`config.mk`:
```
export PLATFORM = sky130hd
export DESIGN_NAME = sactl_way_select
export DESIGN_NICKNAME = d
export VERILOG_FILES = /design/src/design/assert_macros.svh /design/src/design/sactl_pkg.sv /design/src/design/sactl_way_select.sv
export SDC_FILE = /design/constraint.sdc
export NUM_CORES = 1
export LEC_CHECK = 0
export BUFFER_PORTS_ARGS = -buffer_cell sky130_fd_sc_hd__buf_2
export CAP_MARGIN = 20
export CELL_PAD_IN_SITES_DETAIL_PLACEMENT = 0
export CELL_PAD_IN_SITES_GLOBAL_PLACEMENT = 2
export CORE_AREA = 4 4 124 156
export DETAILED_ROUTE_END_ITERATION = 12
export DIE_AREA = 0 0 128 160
export PLACE_DENSITY = 0.84
export SLEW_MARGIN = 20
export SYNTH_ARGS = -nofsm -noshare
export SYNTH_HDL_FRONTEND = slang
export SYNTH_SLANG_ARGS = --single-unit
```
`constraint.sdc`:
```
create_clock -name vclk -period 9.6
set_input_delay 0.96 -clock vclk [all_inputs]
set_output_delay 0.96 -clock vclk [all_outputs]
set_load 0.005 [all_outputs]
```
`src/design/assert_macros.svh`:
```
// Assertion macros shared by the cache tag directory RTL.
// Assertions are compiled only when SYNTHESIS is not defined.
`ifndef ASSERT_MACROS_SVH
`define ASSERT_MACROS_SVH

`ifndef SYNTHESIS
// Concurrent implication or plain property checked on every rising edge.
`define SACTL_ASSERT(name, clk, rst_n, prop) \
  name: assert property (@(posedge clk) disable iff (!rst_n) prop) \
    else $error("sactl assertion failed");
// Condition that must never be seen on a rising edge.
`define SACTL_ASSERT_NEVER(name, clk, rst_n, cond) \
  name: assert property (@(posedge clk) disable iff (!rst_n) !(cond)) \
    else $error("sactl forbidden condition seen");
`else
`define SACTL_ASSERT(name, clk, rst_n, prop)
`define SACTL_ASSERT_NEVER(name, clk, rst_n, cond)
`endif

`endif

```
`src/design/sactl_pkg.sv`:
```
// Types and constants of the set-associative cache tag directory.
// No dependencies; used by every module of the block but sactl_row_ram.
package sactl_pkg;

  localparam int unsigned SETS        = 64;
  localparam int unsigned WAYS        = 4;
  localparam int unsigned BLOCK_BYTES = 32;

  localparam int unsigned ADDR_W  = 32;
  localparam int unsigned STAMP_W = 31;
  localparam int unsigned OFS_W   = $clog2(BLOCK_BYTES / 2);
  localparam int unsigned SET_W   = $clog2(SETS);
  localparam int unsigned TAG_W   = ADDR_W - OFS_W - SET_W;
  localparam int unsigned WAY_W   = $clog2(WAYS);

  // Operation codes; any other code behaves as a probe.
  localparam logic [1:0] OP_READ  = 2'd0;
  localparam logic [1:0] OP_WRITE = 2'd1;
  localparam logic [1:0] OP_PROBE = 2'd2;

  typedef struct packed {
    logic [1:0]         operation;
    logic [ADDR_W-1:0]  address;
    logic [STAMP_W-1:0] time_stamp;
  } in_word_t;

  typedef struct packed {
    logic             hit;
    logic [WAY_W-1:0] way;
  } out_word_t;

  // One way of a set as kept in the row memory.
  typedef struct packed {
    logic [TAG_W-1:0]   tag;
    logic [STAMP_W-1:0] stamp;
    logic               modified;
  } way_entry_t;

  typedef way_entry_t [WAYS-1:0] row_t;

  // Lookup verdict handed from the way selector to the control.
  typedef struct packed {
    logic             hit;
    logic [WAY_W-1:0] hit_way;
    logic [WAY_W-1:0] victim;
  } sel_t;

endpackage

```
`src/design/sactl_way_select.sv`:
```
// Tag compare and LRU victim choice over all ways of one set.
// Depends on sactl_pkg.
module sactl_way_select (
  input  sactl_pkg::row_t                   row_i,
  input  logic [sactl_pkg::WAYS-1:0]        valid_i,
  input  logic [sactl_pkg::TAG_W-1:0]       tag_i,
  output sactl_pkg::sel_t                   sel_o
);
  import sactl_pkg::*;

  logic               hit;
  logic [WAY_W-1:0]   hit_way;
  logic               found_free;
  logic [WAY_W-1:0]   free_way;
  logic [STAMP_W-1:0] best_stamp;
  logic [WAY_W-1:0]   best_way;

  always_comb begin
    hit        = 1'b0;
    hit_way    = '0;
    found_free = 1'b0;
    free_way   = '0;
    best_stamp = row_i[0].stamp;
    best_way   = '0;
    for (int w = 0; w < WAYS; w++) begin
      if (!hit && valid_i[w] && (row_i[w].tag == tag_i)) begin
        hit     = 1'b1;
        hit_way = WAY_W'(w);
      end
      if (!found_free && !valid_i[w]) begin
        found_free = 1'b1;
        free_way   = WAY_W'(w);
      end
    end
    // Strict compare keeps the lowest way when stamps tie.
    for (int w = 1; w < WAYS; w++) begin
      if (row_i[w].stamp < best_stamp) begin
        best_stamp = row_i[w].stamp;
        best_way   = WAY_W'(w);
      end
    end
  end

  assign sel_o.hit     = hit;
  assign sel_o.hit_way = hit_way;
  assign sel_o.victim  = found_free ? free_way : best_way;

endmodule

```
### Yosys cells after proc, flatten, opt, wreduce, memory -nomap -nowiden

Cells that the tools add are included.
Widths: inputs -> output; s select.

| operators by class | value |
|---|---|
| multiplexer cells | 20 |
| equality and inequality tests | 4 |
| reduce and logical (&&, ||, !) cells | 18 |
| magnitude comparators | 3 |

Operators with widths:

| operator | count |
|---|---|
| $lt 31x31->1 | 3 |
| $eq 22x22->1 | 4 |
| $mux 31 | 2 |
| $mux 2 | 7 |
| $mux 1 | 11 |
| $logic_and 1x1->1 | 10 |
| $logic_not 1->1 | 8 |

| word-level totals | value |
|---|---|
| bits in registers | 0 |
| input port bits | 242 |

### Logic depth before layout (Yosys ltp)

| logic depth | value |
|---|---|
| word-level depth | 15 |
| gate-level depth with buffers | 29 |

### Worst setup path before layout

OpenSTA, ideal clock, no wires.

| timing | value |
|---|---|
| kind | input to output |
| start point | input port row_i[25] in the netlist's numbering |
| end point | output port sel_o[1] in the netlist's numbering |
| setup slack | 2.182 ns |
| arrival time | 6.458 ns |
| cell stages on the path | 28 |
| cells stage by stage | inv_1 -> ha_1 -> a21o_1 -> a221o_1 -> a221oi_2 -> o21ai_1 -> a21oi_2 -> buf_2 -> nor2_1 -> a21oi_1 -> ha_1 -> a21oi_1 -> o221ai_1 -> a221oi_1 -> o211a_1 -> or3b_2 -> o21ai_4 -> buf_6 -> mux2_2 -> ha_1 -> a21o_1 -> a21o_1 -> a21o_1 -> a21o_1 -> a21o_1 -> a21oi_1 -> o2111a_1 -> o311a_1 |

RTL lines:

| element | RTL line | text |
|---|---|---|
| start: declaration | sactl_way_select.sv:4 | `input sactl_pkg::row_t row_i,` |
| end: declaration | sactl_way_select.sv:7 | `output sactl_pkg::sel_t sel_o` |

==> metrics <==
synthesized area per cell=7.45 µm²; most frequent cells after synthesis=90 x ha_1, 66 x inv_1, 59 x a21oi_1; number of port buffers=243; Initial Util=22.5%; max-slew violation count=0; ANT cells=0; post-synth net total=873; Required @ worst endpoint=8.64 ns; Iteration-0 DRC Markers=98; yosys synthesis warning count=0; P&R area growth vs syn=36.4%; routability cong.=0.814; Post CTS Setup Buffer Count=0; critical path's largest stage delay=0.67 ns; Final ANT Viol Nets=0; CP max stage cell=o21ai_4; Max-cap violations=0; Setup crit start kind=input pin; layout net count=1110; final-report hold violation count=0; cell taking the most area after synthesis=ha_1; first-pass GRT wire length=23600 µm; met3 usage=2.07%; Most Crowded Layer GR=met2; most common cell in the synthesized netlist=ha_1; hold_buf cts=0; design area=5500 µm²; Die Span Y=160 µm; Clock power frac=0%; worst-path fanout max=27; Peak Freq=114 MHz; register area=0 µm²; Slew @ Worst Pin=0.831 ns; drt wl/cell=15.3 µm; Lkg Pwr=0.00298 µW; RSZ-0062 raised after global routing=false; post-synthesis sequential area ratio=0%; Die ar.=20500 µm²; Worst slew margin=44.4%; Overflow after GRT=0; Net Switching=180 µW; vias in the first global route=4862; gr usage total=14.2%; CP arrival=7.78 ns; Post-Synthesis Cells=541; DRC violations left=0; HPWL after detailed placement=14600 µm; Placeable Area=17900 µm²; I/O pins=247; pwr dens=63.8 nW/µm²; WL final=15400 µm; Filler cells=2063; combinational power share=100.0%; clk_buf instances=0; width of the die=128 µm; DRT Pass-1 Iters=4; Multi-input gate area=3720 µm²; Worst Setup End Kind=output port; worst min path class=in2out; power share of the sequential group=0%; WS Path Type=in2out; M1 GR Usage=16.0%; PostCTS Resize Cnt=0; synth top area cells=ha_1 28%, xnor2_1 9.6%, xor2_1 9.6%, mux2_2 7.5%, a21oi_1 7.3%; Worst Hold Slack=2.27 ns; Via density=4.52; seq_cells=0; share of the synthesized area in the top cell type=27.9%; Switching Fraction=51.3%; via count=4540; Placement Cell Area=5500 µm²; Post-Syn Area=4030 µm²; Cell Rows=55; Synth cell types=52; endpoints failing setup=0; fin crit share=91.1%; Core Util, Final=30.7%; VDD IR max=0.0000185 V; status=complete, no violations; initial antenna violation count=1; sum of negative setup slack=0 ns; largest net degree at the start of global routing=28; fin crit period=8.74 ns; internal power=171 µW; met2 Usage GRT=27.8%; layout cells sized above 1=36.1%
-- cells by family (layout without fill, tap and decap cells) --
family / count (synthesis) / in the layout / synth area share (%)
xor gates and xnor gates: 88 / 88 / 19.1
and+or+nand+nor: 133 / 133 / 16.9
buffers and inverters: 77 / 312 / 8.01
muxes: 30 / 30 / 8.38
adders and majority gates: 90 / 90 / 27.9
AOI/OAI and AO/OA: 123 / 123 / 19.7
-- critical path: cells and delay by family --
| family | cells | cell delay (ns) |
|---|---|---|
| buffers and inverters | 5 | 0.76 |
| AO/OA/AOI/OAI | 16 | 3.95 |
| AND/OR/NAND/NOR | 6 | 0.85 |
| multiplexers | 1 | 0.35 |
| adder cells (fa/ha/maj) | 3 | 0.90 |
-- worst paths after layout --
kind,startpoint,end,slack (ns),depth (start not counted)
setup / recovery,row_i[25],sel_o[0],0.86,31
hold / removal,valid_i[0],sel_o[1],2.27,3
-- per-layer routing --
layer | routed length [µm] | part of all wire (%) | vias up
met5 | 12 | 0.078 | -
met1 | 5890 | 38 | 1943
li1 | - | - | 2408
met3 | 1030 | 6.7 | 18
met2 | 8090 | 53 | 169
met4 | 370 | 2.4 | 2
-- cell usage in the layout (no fill, tap or decap), types with 4 or more instances in the layout --
cell,instances
o21ai_0,11
mux2_2,27
xor2_1,44
nor2_1,41
inv_1,66
nand3_1,11
ha_1,90
xnor2_1,44
buf_2,243
and4_1,4
nor3_1,4
a21o_1,22
nand4_1,24
a21oi_1,59
nor4_1,12
nand2_1,22
-- power by group through the flow --
stage / combinational [µW] / clock, µW / sequential (µW)
5_1_grt: 402 / 0 / 0
2_1_floorplan: 231 / 0 / 0
3_5_place_dp: 357 / 0 / 0
3_3_place_gp: 354 / 0 / 0
4_1_cts: 359 / 0 / 0
6_report: 351 / 0 / 0
-- layout make-up --
cell class	count	share of cell area (%)
inverters	66	4.50
multi-input cells	464	67.6
well taps	228	5.19
repair buffers	246	22.7
-- metrics by stage --
step / setup slack [ns] / instances / total power (µW)
global placement: 0.806 / 1004 / 354
floorplan: 2.18 / 541 / 231
detailed placement: 0.678 / 1004 / 357
CTS: 0.652 / 1004 / 359
global route: 0.190 / 1004 / 402
finish: 0.855 / 1004 / 351
Power figures use the tool's default switching activity.
