**src/design/assert_macros.svh**
```systemverilog
// Assertion macros shared by the cache tag directory RTL.
// Assertions are compiled only when SYNTHESIS is not defined.
`ifndef ASSERT_MACROS_SVH
`define ASSERT_MACROS_SVH

`ifndef SYNTHESIS
// Concurrent implication or plain property checked on every rising edge.
`define SACTL_ASSERT(name, clk, rst_n, prop) \
  name: assert property (@(posedge clk) disable iff (!rst_n) prop) \
    else $error("sactl assertion failed");
// Condition that must never be seen on a rising edge.
`define SACTL_ASSERT_NEVER(name, clk, rst_n, cond) \
  name: assert property (@(posedge clk) disable iff (!rst_n) !(cond)) \
    else $error("sactl forbidden condition seen");
`else
`define SACTL_ASSERT(name, clk, rst_n, prop)
`define SACTL_ASSERT_NEVER(name, clk, rst_n, cond)
`endif

`endif

```
**src/design/sactl_row_ram.sv**
```systemverilog
// Generic single-write, single-read synchronous RAM with registered read data.
// No dependencies.
module sactl_row_ram #(
  parameter int unsigned WIDTH = 8,
  parameter int unsigned DEPTH = 16
) (
  input  logic                     clk_i,
  input  logic                     we_i,
  input  logic [$clog2(DEPTH)-1:0] waddr_i,
  input  logic [WIDTH-1:0]         wdata_i,
  input  logic                     re_i,
  input  logic [$clog2(DEPTH)-1:0] raddr_i,
  output logic [WIDTH-1:0]         rdata_o
);

  logic [WIDTH-1:0] mem [DEPTH];
  logic [WIDTH-1:0] rdata_q;

  always_ff @(posedge clk_i) begin
    if (we_i) begin
      mem[waddr_i] <= wdata_i;
    end
  end

  always_ff @(posedge clk_i) begin
    if (re_i) begin
      rdata_q <= mem[raddr_i];
    end
  end

  assign rdata_o = rdata_q;

endmodule

```
**config.mk**
```make
export PLATFORM = sky130hd
export DESIGN_NAME = sactl_row_ram
export DESIGN_NICKNAME = d
export VERILOG_FILES = /design/src/design/assert_macros.svh /design/src/design/sactl_row_ram.sv
export SDC_FILE = /design/constraint.sdc
export NUM_CORES = 1
export LEC_CHECK = 0
export ABC_AREA = 1
export BUFFER_PORTS_ARGS = -buffer_cell sky130_fd_sc_hd__buf_4
export CORE_MARGIN = 3
export CORE_UTILIZATION = 60
export DETAILED_ROUTE_END_ITERATION = 8
export PLACE_DENSITY_LB_ADDON = 0.25
export SLEW_MARGIN = 5
export SYNTH_ARGS = -nofsm -noshare
export SYNTH_HDL_FRONTEND = slang
export SYNTH_SLANG_ARGS = --single-unit
```
**constraint.sdc**
```tcl
create_clock -name clk_i -period 1.1 [get_ports clk_i]
set_input_delay 0 -clock clk_i [delete_from_list [all_inputs] [get_ports clk_i]]
set_output_delay 0 -clock clk_i [all_outputs]
set_load 0.02 [all_outputs]
```
Word level (Yosys, flattened, before mapping). Memory sizes are Yosys's and may differ from the RTL's. A register that Yosys moved wholly into a read port is not among the register bits. Index checks and enable logic that the tools add are counted.

Flip-flop bits (word level): 0. RAM bits: 128. Output and inout bits: 8. Memories kept: 1.

Mux-type cells: 2.

Memories: mem (depth 16, bits a word 8, read ports 1, clocked after memory_dff 1, wr ports 1, RTL line sactl_row_ram.sv:16) `logic [WIDTH-1:0] mem [DEPTH];`.

Operators with widths (count): $mux 1 (2).

Longest topological paths before layout. Gate-level depths: netlist (run 1).

Depth in word-level cells: 2. Mapped depth: 8. Depth with buffers taken out: 7.

Least setup slack after synthesis (run 1). No wires, ideal clock.

Kind: input-to-reg. From: in waddr_i[2]. To: mem mem[10][0], enable pin. Library setup time: 0.370 ns. Data arrival time: 0.581 ns. Setup slack: 0.149 ns. Stages on the path: 2. Cells stage by stage: nand3b_1 > nor2_1.

RTL lines: from (decl) (RTL line sactl_row_ram.sv:9) `input logic [$clog2(DEPTH)-1:0] waddr_i,`; to (decl) (RTL line sactl_row_ram.sv:16).

No word-level cell before the write port.

==> impl_summary.txt, run 1 <==
----------------------------------------------------
[Run status]
  Outcome ... finished, violations left
  Failing checks ... setup timing

[Detailed routing]
  Remaining routing DRC violations ... 0
  Number of nets still failing antenna checks after routing ... 0
  Post-DR wirelength/cell ... 18.19 um
  1st-iter DRT viols ... 506
  Aggregate routed wire length ... 13680 um
  Vias per cell ... 5.511
  Total vias in the final route ... 4144
  Iteration count of the initial detailed-routing pass ... 5

[Layout]
  Final-stage net count ... 629
  Final Core Density ... 75.42%
  Antenna cell count ... 0
  Area growth from synthesis to final layout ... 20.89%
  Share of final-layout standard cells stronger than drive strength 1 ... 17.01%

[Setup path]
  Capturing instance or port of the critical path ... rdata_o[2]
  Cells traversed along the worst timing path ... inv_1 -> nand2_1 -> nand3_1 -> nand3_1 -> nand3_2 -> nand2_1
  Beginning of the worst register-to-register path ... mem[5][2]
  Reg-to-Reg End ... rdata_o[2]
  Highest-delay cell along the critical path ... edfxtp_1
  R2R setup slack ... -0.03 ns
  Largest incremental delay on the critical path ... 0.38 ns
  Type of element launching the critical path ... register
  Crit Path Category ... reg -> reg
  Beginning of the critical path ... mem[5][2]
  Kind of capture point of the worst setup path ... register
  Maximum fanout encountered on the critical timing path ... 1
  Kind of cell adding the most delay to the critical path ... simple AND/OR/NAND/NOR gates
  Worst endpoint required time ... 1.37 ns
  Total number of cells along the worst setup path ... 6
  Arr. time, crit path ... 1.40 ns
  Count of cells along the worst register-to-register path ... 6
  Buf/Inv on CP ... 1

[Global routing]
  Global-route wire length before repair ... 21670 um
  Antenna violations before repair ... 0
  Total grt overflow ... 0
  Pin count of the biggest net entering global routing ... 52
  Number of global-route vias before repair ... 4117
  Overall routing resource usage ... 26.29%

[Synthesis]
  Mapped Nets ... 570
  Synth Instances ... 551
  Synthesis Warnings ... 0
  Mapped cell area ... 5847 um^2
  Post-Synthesis Mean Instance Area ... 10.61 um^2
  Number of distinct library cell variants in the gate-level netlist after synthesis ... 11
  Number of synthesized register bits ... 136
  Proportion of synthesized chip area in sequential cells ... 69.85%

[Placed design]
  Estimated wirelength of the detail-placed design ... 7950 um
  Worst slack at placement ... -0.1306 ns
  Routability congestion estimate ... 0.8274
  Port buffer count ... 26

[CTS]
  Root buffer selected by CTS ... clkbuf_8
  Total number of clock tree sinks ... 136
  H-tree depth reported by CTS ... 4
  Max Buffers Root-to-Sink ... 2
  Number of clock buffers inserted by TritonCTS ... 17
  Clock transition at path regs ... 0.06 ns
  CTS tree ... built
  Insertion delay of the later-clocked pin in the worst-skew pair ... 0.52 ns

[Run]
  # Max-Cap Violations ... 0

[Timing]
  Achievable frequency ... 0.8859 GHz
  Least-Margin Pin Slew ... 0.6181 ns
  Final Max Slew Viols ... 0
  Finish-stage setup viols ... 5
  Count of final hold-check violations ... 0
  Worst clock skew ... 0.006242 ns
  Worst rel slew slack ... 58.73%
  Sum Neg Setup Slack ... -0.07372 ns
  Crit path time final ... 1.129 ns
  Final critical-path share of the clock period ... 102.6%
  Setup repair after global routing missed its margin ... true
  Final worst-path setup slack ... -0.02880 ns

[Power]
  Pwr Density ... 1712 nW/um^2
  Overall power after layout ... 12.10 mW
  Leak Pwr ... 3.051 nW
  Worst-case vdd ir drop ... 1194 uV

[Die]
  Number of top-level design ports ... 27
  Core ar. ... 9371 um^2
  Initial core utilization ... 62.39%
  Die X-Extent ... 104.7 um
  Core Rows ... 35
  Die span in y ... 104.7 um
  Total Die Area ... 10970 um^2

[Worst hold path]
  Kind of path behind the tightest hold check ... in -> reg

----------------------------------------------------
[kinds of logic (layout without fill, tap and decap cells)]
| family | Yosys count | count (layout) | share of synthesized area, % |
|---|---|---|---|
| flops | 136 | 136 | 69.85 |
| buf+inv | 126 | 198 | 9.394 |
| simple gates | 289 | 289 | 20.76 |
[per-stage QoR]
| stage | hold slack (ns) | std cells | instance area, um^2 |
|---|---|---|---|
| floorplan | 0.09887 | 551 | 5847 |
| global placement | 0.3246 | 706 | 6255 |
| detailed placement | 0.3252 | 706 | 6255 |
| CTS | 0.001082 | 752 | 7008 |
| global route | 0.02422 | 752 | 7068 |
| finish | 0.009503 | 752 | 7068 |
[per-layer routing]
| layer | up-vias | GRT usage (%) | share of wire [%] |
|---|---|---|---|
| li1 | 1900 | - | - |
| met1 | 1947 | 36.40 | 41 |
| met2 | 249 | 39.99 | 46 |
| met3 | 48 | 5.806 | 9.0 |
| met4 | 0 | 12.56 | 3.8 |
| met5 | - | 0 | 0 |
[how the worst min path moves through the flow]
stage,start,to,slack (ns),depth (start not counted)
floorplan,wdata_i[0],mem[0][0],0.1,0
global placement,re_i,rdata_o[7],0.32,1
detailed placement,re_i,rdata_o[7],0.33,1
finish,waddr_i[0],mem[3][1],0.01,3
global route,waddr_i[0],mem[3][1],0.02,3
CTS,waddr_i[0],mem[3][1],0.001,3
[cell usage after synthesis (all sizes together)]
library cell,number,area share (%)
buf,24,2.8
edfxtp,136,70
inv,102,6.5
nand2,173,11
nand3,97,8.3
nand3b,2,0.26
nor2,17,1.1
[what timing repair did]
action	in CTS	in global routing
pin swaps	5	9
hold buffers	14	0
endpoints found under the hold margin	145	0
buffers inserted	0	0
cloned	0	0
gates resized for setup	10	17
setup endpoints to repair	7	20
[placed cells by master (no fill, tap or decap)]
cell type / n
buf_12: 3
buf_4: 43
buf_6: 4
bufinv_16: 2
clkbuf_16: 16
clkbuf_8: 1
clkinv_1: 1
clkinv_2: 3
clkinvlp_4: 5
dlygate4sd3_1: 14
edfxtp_1: 136
inv_1: 98
inv_2: 4
inv_6: 4
nand2_1: 168
nand2_2: 5
nand3_1: 81
nand3_2: 16
nand3b_1: 2
nor2_1: 17
[state kept, by name, summed over array words and instances, names as in the netlist]
name / flops
mem: 128
rdata_o: 8
[final cells by class]
cell class              count  area (um^2)
inverters                 102        382.9
clock inverters            15        151.4
flip-flops and latches    136         4084
multi-input cells         289         1306
fillers                   614         2303
repair buffers             64        568.0
clock buffers              17        414.1
well taps                 129        161.4
[power breakdown]
part	internal (mW)	switching, mW	total (mW)
combinational	0.301	0.565	0.866
clock	3.22	2.13	5.36
sequential	5.84	0.0382	5.88
total	9.36	2.74	12.1
[worst min-delay path: cells and delay by family]
kind,cells,cell delay [ns]
buffers and inverters,1,0.12
and+or+nand+nor,2,0.23
(Power assumes the default switching activity.)
==> inputs of run 2 (changes only) <==
- PLACE_DENSITY: default -> 0.88
- PLACE_DENSITY_LB_ADDON: 0.25 -> default
==> run 2 against run 1 <==
Net effect: the flow still finishes with violations (setup timing); critical path type unchanged; first-iteration DRC count fell by 23%; sequential power barely moved; register-to-register slack is essentially flat; clock power about the same; clock skew fell by 0.00089 ns; core utilization grew 2.0 points; largest cell class unchanged; via count fell by 2.1%; non-clock buffer count fell by 2.
==> impl_summary.txt, run 2 (same netlist as run 1, synthesis figures left out) <==
----------------------------------------------------
[Layout]
  Antenna cell count ... 0 (unchanged)
  Most common library cell in the layout ignoring fill and taps ... nand2_1
  Commonest cells after routing, fill and taps aside ... nand2_1, edfxtp_1, inv_1
  Share of final-layout standard cells stronger than drive strength 1 ... 23.51% (+6.5 points)
  Largest register by flop count ... mem
  Largest register FFs ... 128 (unchanged)
  Area growth from synthesis to final layout ... 24.07%
  Final-stage net count ... 627 (-0.32%)
  Post-route non-filler standard cell count ... 750 (-0.27%)
  # fillers ... 559 (-9.0%)

[Timing]
  Achievable frequency ... 0.8924 GHz (+0.73%)
  Count of final hold-check violations ... 0 (unchanged)
  Final critical-path share of the clock period ... 101.9% (-0.74 points)
  Final worst-path setup slack ... -0.02062 ns (+0.008172 ns)
  Worst rel slew slack ... 51.90% (-6.8 points)
  Least-Margin Pin Slew ... 0.7204 ns (+0.1023 ns)
  Worst clock skew ... 0.005355 ns (-0.0008862 ns)
  Finish-stage setup viols ... 3 (-2)
  Crit path time final ... 1.121 ns (-0.008172 ns)
  Setup repair after global routing missed its margin ... true
  Final Max Slew Viols ... 0 (unchanged)

[Setup path]
  Type of element launching the critical path ... register
  Maximum fanout encountered on the critical timing path ... 1 (unchanged)
  Largest incremental delay on the critical path ... 0.40 ns (+0.02 ns)
  Kind of capture point of the worst setup path ... register
  Count of cells along the worst register-to-register path ... 6 (unchanged)
  Arr. time, crit path ... 1.39 ns (about the same)
  Cells traversed along the worst timing path ... inv_1 -> nand2_1 -> nand3_1 -> nand3_1 -> nand3_2 -> nand2_2
  Critical path's most frequent cell ... nand3_1
  Worst endpoint required time ... 1.37 ns (about the same)
  Highest-delay cell along the critical path ... edfxtp_1
  Crit Path Category ... reg -> reg
  R2R setup slack ... -0.02 ns (about the same)

[Die]
  Core ar. ... 9371 um^2 (unchanged)
  Total Die Area ... 10970 um^2 (unchanged)
  Core Rows ... 35 (unchanged)
  Die X-Extent ... 104.7 um (unchanged)
  Number of top-level design ports ... 27 (unchanged)
  Initial core utilization ... 62.39% (unchanged)
  Die span in y ... 104.7 um (unchanged)

[Power]
  Net Switching ... 2.611 mW (-4.6%)
  Clk pwr share ... 44.2% (about the same)
  Part of the total power dissipated in sequential elements ... 48.2% (-0.4 points)
  Overall power after layout ... 12.20 mW (+0.80%)
  Internal Power ... 9.588 mW (+2.4%)
  Leak Pwr ... 3.130 nW (+2.6%)
  Part of the power in combinational logic ... 7.6% (+0.4 points)
  Switching portion of total power ... 21.40% (-1.2 points)
  Pwr Density ... 1682 nW/um^2 (-1.8%)
  Worst-case vdd ir drop ... 1094 uV (-8.4%)

[Placed design]
  Placed cells ... 707 (+0.14%)
  Routability congestion estimate ... 0.8551 (+3.3%)
  Port buffer count ... 26 (unchanged)
  Estimated wirelength of the detail-placed design ... 7991 um (+0.53%)

[Detailed routing]
  Aggregate routed wire length ... 13610 um (-0.47%)
  Post-DR wirelength/cell ... 18.15 um (-0.20%)
  1st-iter DRT viols ... 390 (-23%)
  Remaining routing DRC violations ... 0 (unchanged)
  Iteration count of the initial detailed-routing pass ... 6 (+1)
  Number of nets still failing antenna checks after routing ... 0 (unchanged)
  Total vias in the final route ... 4057 (-2.1%)
  Vias per cell ... 5.409 (-1.8%)

[CTS]
  Number of buffers added for setup after CTS ... 0 (unchanged)
  Insertion delay of the later-clocked pin in the worst-skew pair ... 0.51 ns (about the same)
  H-tree depth reported by CTS ... 4 (unchanged)
  Total number of clock tree sinks ... 136 (unchanged)
  CTS tree ... built
  Clock transition at path regs ... 0.06 ns (about the same)
  Max Buffers Root-to-Sink ... 2 (unchanged)
  Root buffer selected by CTS ... clkbuf_8
  Number of clock buffers inserted by TritonCTS ... 17 (unchanged)

[Run status]
  Failing checks ... setup timing
  Outcome ... finished, violations left

[Global routing]
  Global-route wire length before repair ... 20980 um (-3.2%)
  Total grt overflow ... 0 (unchanged)
  Number of global-route vias before repair ... 4084 (-0.80%)
  Overall routing resource usage ... 25.47% (-0.82 points)
  Antenna violations before repair ... 0 (unchanged)
  Pin count of the biggest net entering global routing ... 36 (-31%)

[Worst hold path]
  Kind of path behind the tightest hold check ... in -> reg
  Count of cells along the worst hold path ... 4 (+1)

[Run]
  # Max-Cap Violations ... 0 (unchanged)

----------------------------------------------------
## run 2: cell types whose count changed in the layout (fill, tap and decap cells not counted), sizes merged, moves of 2 or more
cell | before | now
clkbuf | 17 | 22
clkinv | 4 | 6
clkinvlp | 5 | 1
dlygate4sd3 | 14 | 11
inv | 106 | 102
## run 2: power groups by stage
stage          Clock, mW  Combinational [mW]  Sequential, mW
2_1_floorplan          0               0.409            6.00
3_3_place_gp           0               0.748            5.98
3_5_place_dp           0               0.778            5.98
4_1_cts             5.41               0.840            5.88
5_1_grt             5.63                1.00            5.89
6_report            5.39               0.928            5.88
## run 2: final cells by class
class / count / area, um^2 / area share (%)
flip-flops and latches: 136 / 4084 / 56.30
multi-input cells: 289 / 1511 / 20.83
repair buffers: 62 / 554.3 / 7.641
clock buffers: 22 / 432.9 / 5.968
inverters: 102 / 382.9 / 5.278
well taps: 129 / 161.4 / 2.225
clock inverters: 10 / 127.6 / 1.759
## run 2: what timing repair did
action	in CTS	in global routing
endpoints found under the setup margin	9	11
pin swaps	5	29
hold endpoints to repair	144	0
hold buffers	11	0
resized for setup	15	57
## run 2: per-stage QoR
stage	setup slack, ns	hold WS, ns	util (%)	cell area, um^2	setup TNS [ns]
detailed placement	-0.1595	0.2952	66.96	6275	-0.8055
global route	-0.06155	0.1418	77.41	7254	-0.3569
global placement	-0.09740	0.2938	66.96	6275	-0.5268
CTS	-0.01859	0.09290	74.89	7018	-0.02937
floorplan	0.1492	0.09887	-	5847	0
finish	-0.02062	0.1136	77.41	7254	-0.04818
## run 2: path summary, 6_finish.rpt
| kind | from | to |
|---|---|---|
| worst max-delay path | mem[5][5] | rdata_o[5] |
| worst min-delay path | we_i | mem[2][4] |
| worst max register to register | mem[5][5] | rdata_o[5] |
| worst min register to register | mem[14][4] | rdata_o[4] |
## run 2: worst max-delay path: cells and delay by family, from the launching register on
family / cells / cell delay, ns
flops: 1 / 0.40
simple gates: 5 / 0.40
buf+inv: 1 / 0.09
## run 2: per-layer routing
metal	track usage, %	part of all wire, %	vias up
li1	-	-	1901
met1	33.93	40	1942
met2	41.01	50	186
met3	5.065	7.3	28
met4	11.34	2.6	0
met5	0	0	-
==> inputs of run 3 (changes only) <==
- ABC_AREA: 1 -> default
==> run 3 against run 2 <==
Net effect: the flow still finishes with violations (setup timing); setup slack worse by 0.35 ns; fmax down 24%; die area down 10%; largest power group unchanged; final area down 10%; synthesized area down 11%; routed wire length down 24%; critical path depth down 3; via count down 36%; first-iteration DRC count down 27%; critical path type unchanged; highest routed layer unchanged; non-clock buffer count up 2; sequential power about the same; sequential share of layout area up 6.5 points.
==> impl_summary.txt, run 3 <==
----------------------------------------------------
[Timing]
  Worst rel slew slack ... 37.78% (-14 points)
  Crit path time final ... 1.469 ns (+0.3486 ns)
  Achievable frequency ... 0.6806 GHz (-24%)
  Worst clock skew ... 0.006501 ns (+0.001146 ns)
  Finish-stage setup viols ... 8 (+5)
  Least-Margin Pin Slew ... 0.9299 ns (+0.2095 ns)
  Final Max Slew Viols ... 0 (unchanged)
  Count of final hold-check violations ... 0 (unchanged)
  Setup repair after global routing missed its margin ... true
  Final worst-path setup slack ... -0.3692 ns (-0.3486 ns)
  Worst Hold Margin ... 0.09584 ns (-0.01774 ns)
  Final critical-path share of the clock period ... 133.6% (+32 points)

[Synthesis]
  Leading cell types by count after synthesis ... edfxtp_1, mux4_2, a22oi_1
  Mux cell area share after synthesis ... 14.79% (+15 points)
  Dominant combinational cell family by area after synthesis ... multiplexers
  Area share of the leading cell type in the synthesized netlist ... 78.12% (+8.3 points)
  Top cells by area in the synthesized netlist ... edfxtp_1, mux4_2, mux4_1, a22oi_1, nor2_1
  Most frequent cell after synthesis ... edfxtp_1
  Synthesis Warnings ... 0 (unchanged)
  Number of synthesized register bits ... 136 (unchanged)
  Synthesized-area fraction occupied by adder cells ... 0% (unchanged)
  Async SR Flop Fraction ... 0% (unchanged)
  Mapped cell area ... 5228 um^2 (-11%)
  Most area-hungry cell type in the Yosys netlist ... edfxtp_1
  Number of distinct library cell variants in the gate-level netlist after synthesis ... 18 (+7)
  EDFF count, synth ... 136 (unchanged)
  Xor/xnor cell area share of the yosys netlist ... 0% (unchanged)
  Proportion of synthesized chip area in sequential cells ... 78.12% (+8.3 points)
  Fraction of the mapped netlist area in compound gates ... 2.298% (+2.3 points)
  Synth Instances ... 229 (-58%)
  Simple-Gate Fraction of Synth Area ... 3.135% (-18 points)
  Post-Synthesis Mean Instance Area ... 22.83 um^2 (+120%)
  Top_reg_cell synth ... edfxtp_1
  Mapped Nets ... 248 (-56%)

[CTS]
  Clock transition at path regs ... 0.06 ns (about the same)
  Insertion delay of the later-clocked pin in the worst-skew pair ... 0.50 ns (about the same)
  H-tree depth reported by CTS ... 4 (unchanged)
  CTS tree ... built
  Number of clock buffers inserted by TritonCTS ... 17 (unchanged)
  Root buffer selected by CTS ... clkbuf_8
  Max Buffers Root-to-Sink ... 2 (unchanged)
  Total number of clock tree sinks ... 136 (unchanged)
  Number of buffers added for setup after CTS ... 0 (unchanged)

[Setup path]
  Cells traversed along the worst timing path ... mux4_2 -> a22oi_2 -> nand2_1
  Kind of cell adding the most delay to the critical path ... multiplexers
  Highest-delay cell along the critical path ... mux4_2
  Worst endpoint required time ... 1.35 ns (-0.02 ns)
  Kind of capture point of the worst setup path ... register
  Maximum fanout encountered on the critical timing path ... 1 (unchanged)
  Arr. time, crit path ... 1.72 ns (+0.33 ns)
  Largest incremental delay on the critical path ... 0.49 ns (+0.09 ns)
  Crit Path Category ... reg -> reg
  Type of element launching the critical path ... register
  Buf/Inv on CP ... 0 (-1)

[Layout]
  Area growth from synthesis to final layout ... 24.37%
  Largest register FFs ... 128 (unchanged)
  Share of final-layout standard cells stronger than drive strength 1 ... 40.95% (+17 points)
  Final Core Density ... 77.95% (+0.54 points)
  Final-stage net count ... 321 (-49%)
  Summed area of non-filler cells in the final layout ... 6501 um^2 (-10%)
  Commonest cells after routing, fill and taps aside ... edfxtp_1, buf_4, mux4_2
  # fillers ... 410 (-27%)
  Antenna cell count ... 0 (unchanged)
  Largest register by flop count ... mem
  Most common library cell in the layout ignoring fill and taps ... edfxtp_1

[Placed design]
  Cell area after placement ... 5754 um^2 (-8.3%)
  Worst slack at placement ... -0.4413 ns (-0.2818 ns)
  Routability congestion estimate ... 0.7491 (-12%)
  Port buffer count ... 26 (unchanged)
  Estimated wirelength of the detail-placed design ... 6281 um (-21%)

[Die]
  Number of top-level design ports ... 27 (unchanged)
  Die X-Extent ... 99.34 um (-5.1%)
  Core Rows ... 33 (-5.7%)
  Die span in y ... 99.34 um (-5.1%)
  Core ar. ... 8341 um^2 (-11%)
  Total Die Area ... 9868 um^2 (-10%)
  Initial core utilization ... 62.68% (+0.29 points)

[Run status]
  Outcome ... finished, violations left
  Failing checks ... setup timing

[Global routing]
  Antenna violations before repair ... 0 (unchanged)
  Pin count of the biggest net entering global routing ... 17 (-53%)
  Number of global-route vias before repair ... 2827 (-31%)
  Overall routing resource usage ... 23.70% (-1.8 points)
  Global-route wire length before repair ... 16460 um (-22%)
  Total grt overflow ... 0 (unchanged)

[Power]
  Pwr Density ... 1853 nW/um^2 (+10%)
  Leak Pwr ... 2.179 nW (-30%)
  Worst-case vdd ir drop ... 1344 uV (+23%)

[Detailed routing]
  Vias per cell ... 6.224 (+15%)
  Number of nets still failing antenna checks after routing ... 0 (unchanged)
  Remaining routing DRC violations ... 0 (unchanged)
  1st-iter DRT viols ... 284 (-27%)
  Iteration count of the initial detailed-routing pass ... 5 (-1)
  Total vias in the final route ... 2614 (-36%)
  Aggregate routed wire length ... 10370 um (-24%)
  Post-DR wirelength/cell ... 24.68 um (+36%)

[Run]
  # Max-Cap Violations ... 0 (unchanged)

[Worst hold path]
  Kind of path behind the tightest hold check ... in -> reg

----------------------------------------------------
==> run 3: cell type report <==
type                            count  area [um^2]  share of cell area [%]
Multi-Input combinational cell     83         1081                   16.63
Timing Repair Buffer               64        630.6                   9.700
Clock inverter                     14        156.4                   2.406
Clock buffer                       18        417.9                   6.428
Tap cell                          105        131.4                   2.021
Sequential cell                   136         4084                   62.82
==> run 3: worst reg2reg max path: stages (launching register included) <==
cell	delay, ns
edfxtp_1	0.37
mux4_2	0.49
a22oi_2	0.24
nand2_1	0.11
==> run 3: worst paths after layout <==
path                                 start          to  cells past startpoint  slack [ns]
worst max register to register   mem[3][5]  rdata_o[5]                      3       -0.37
worst max-delay path             mem[3][5]  rdata_o[5]                      3       -0.37
worst min-delay path            waddr_i[3]   mem[3][5]                      4         0.1
worst min register to register  mem[12][3]  rdata_o[3]                      3        0.76
==> run 3: what timing repair did <==
item,CTS,global route
hold endpoints to repair,144,0
resized for setup,8,6
pin swaps,0,2
setup endpoints to repair,11,21
hold buffers,11,0
==> run 3: through the flow <==
step,std cells,TNS (ns),power [mW]
detailed placement,377,-5.739,6.633
finish,420,-2.553,12.05
CTS,420,-2.719,12.13
floorplan,229,-1.355,6.313
global route,420,-2.948,12.41
global placement,377,-4.362,6.601
==> run 3: per-layer routing <==
metal  wire length [um]  share of wire, %  vias up  GRT usage, %
met2               5267                51      131         35.95
met5                  0                 0        -             0
li1                   -                 -     1115             -
met1               4138                40     1352         33.38
met3                714               6.9       16         5.961
met4                246               2.4        0         10.50
==> run 3: cells by family (layout without fill, tap and decap cells) <==
logic type	Yosys count	count (layout)
AOI/OAI and AO/OA	16	16
buffers and inverters	10	96
DFF	136	136
muxes	32	32
and+or+nand+nor	35	35
==> run 3: power by group <==
group          total, mW  internal [mW]  switching, mW
Sequential          5.88           5.84         0.0386
Combinational      0.717          0.346          0.371
Clock               5.45           3.42           2.03
Total               12.0           9.61           2.44
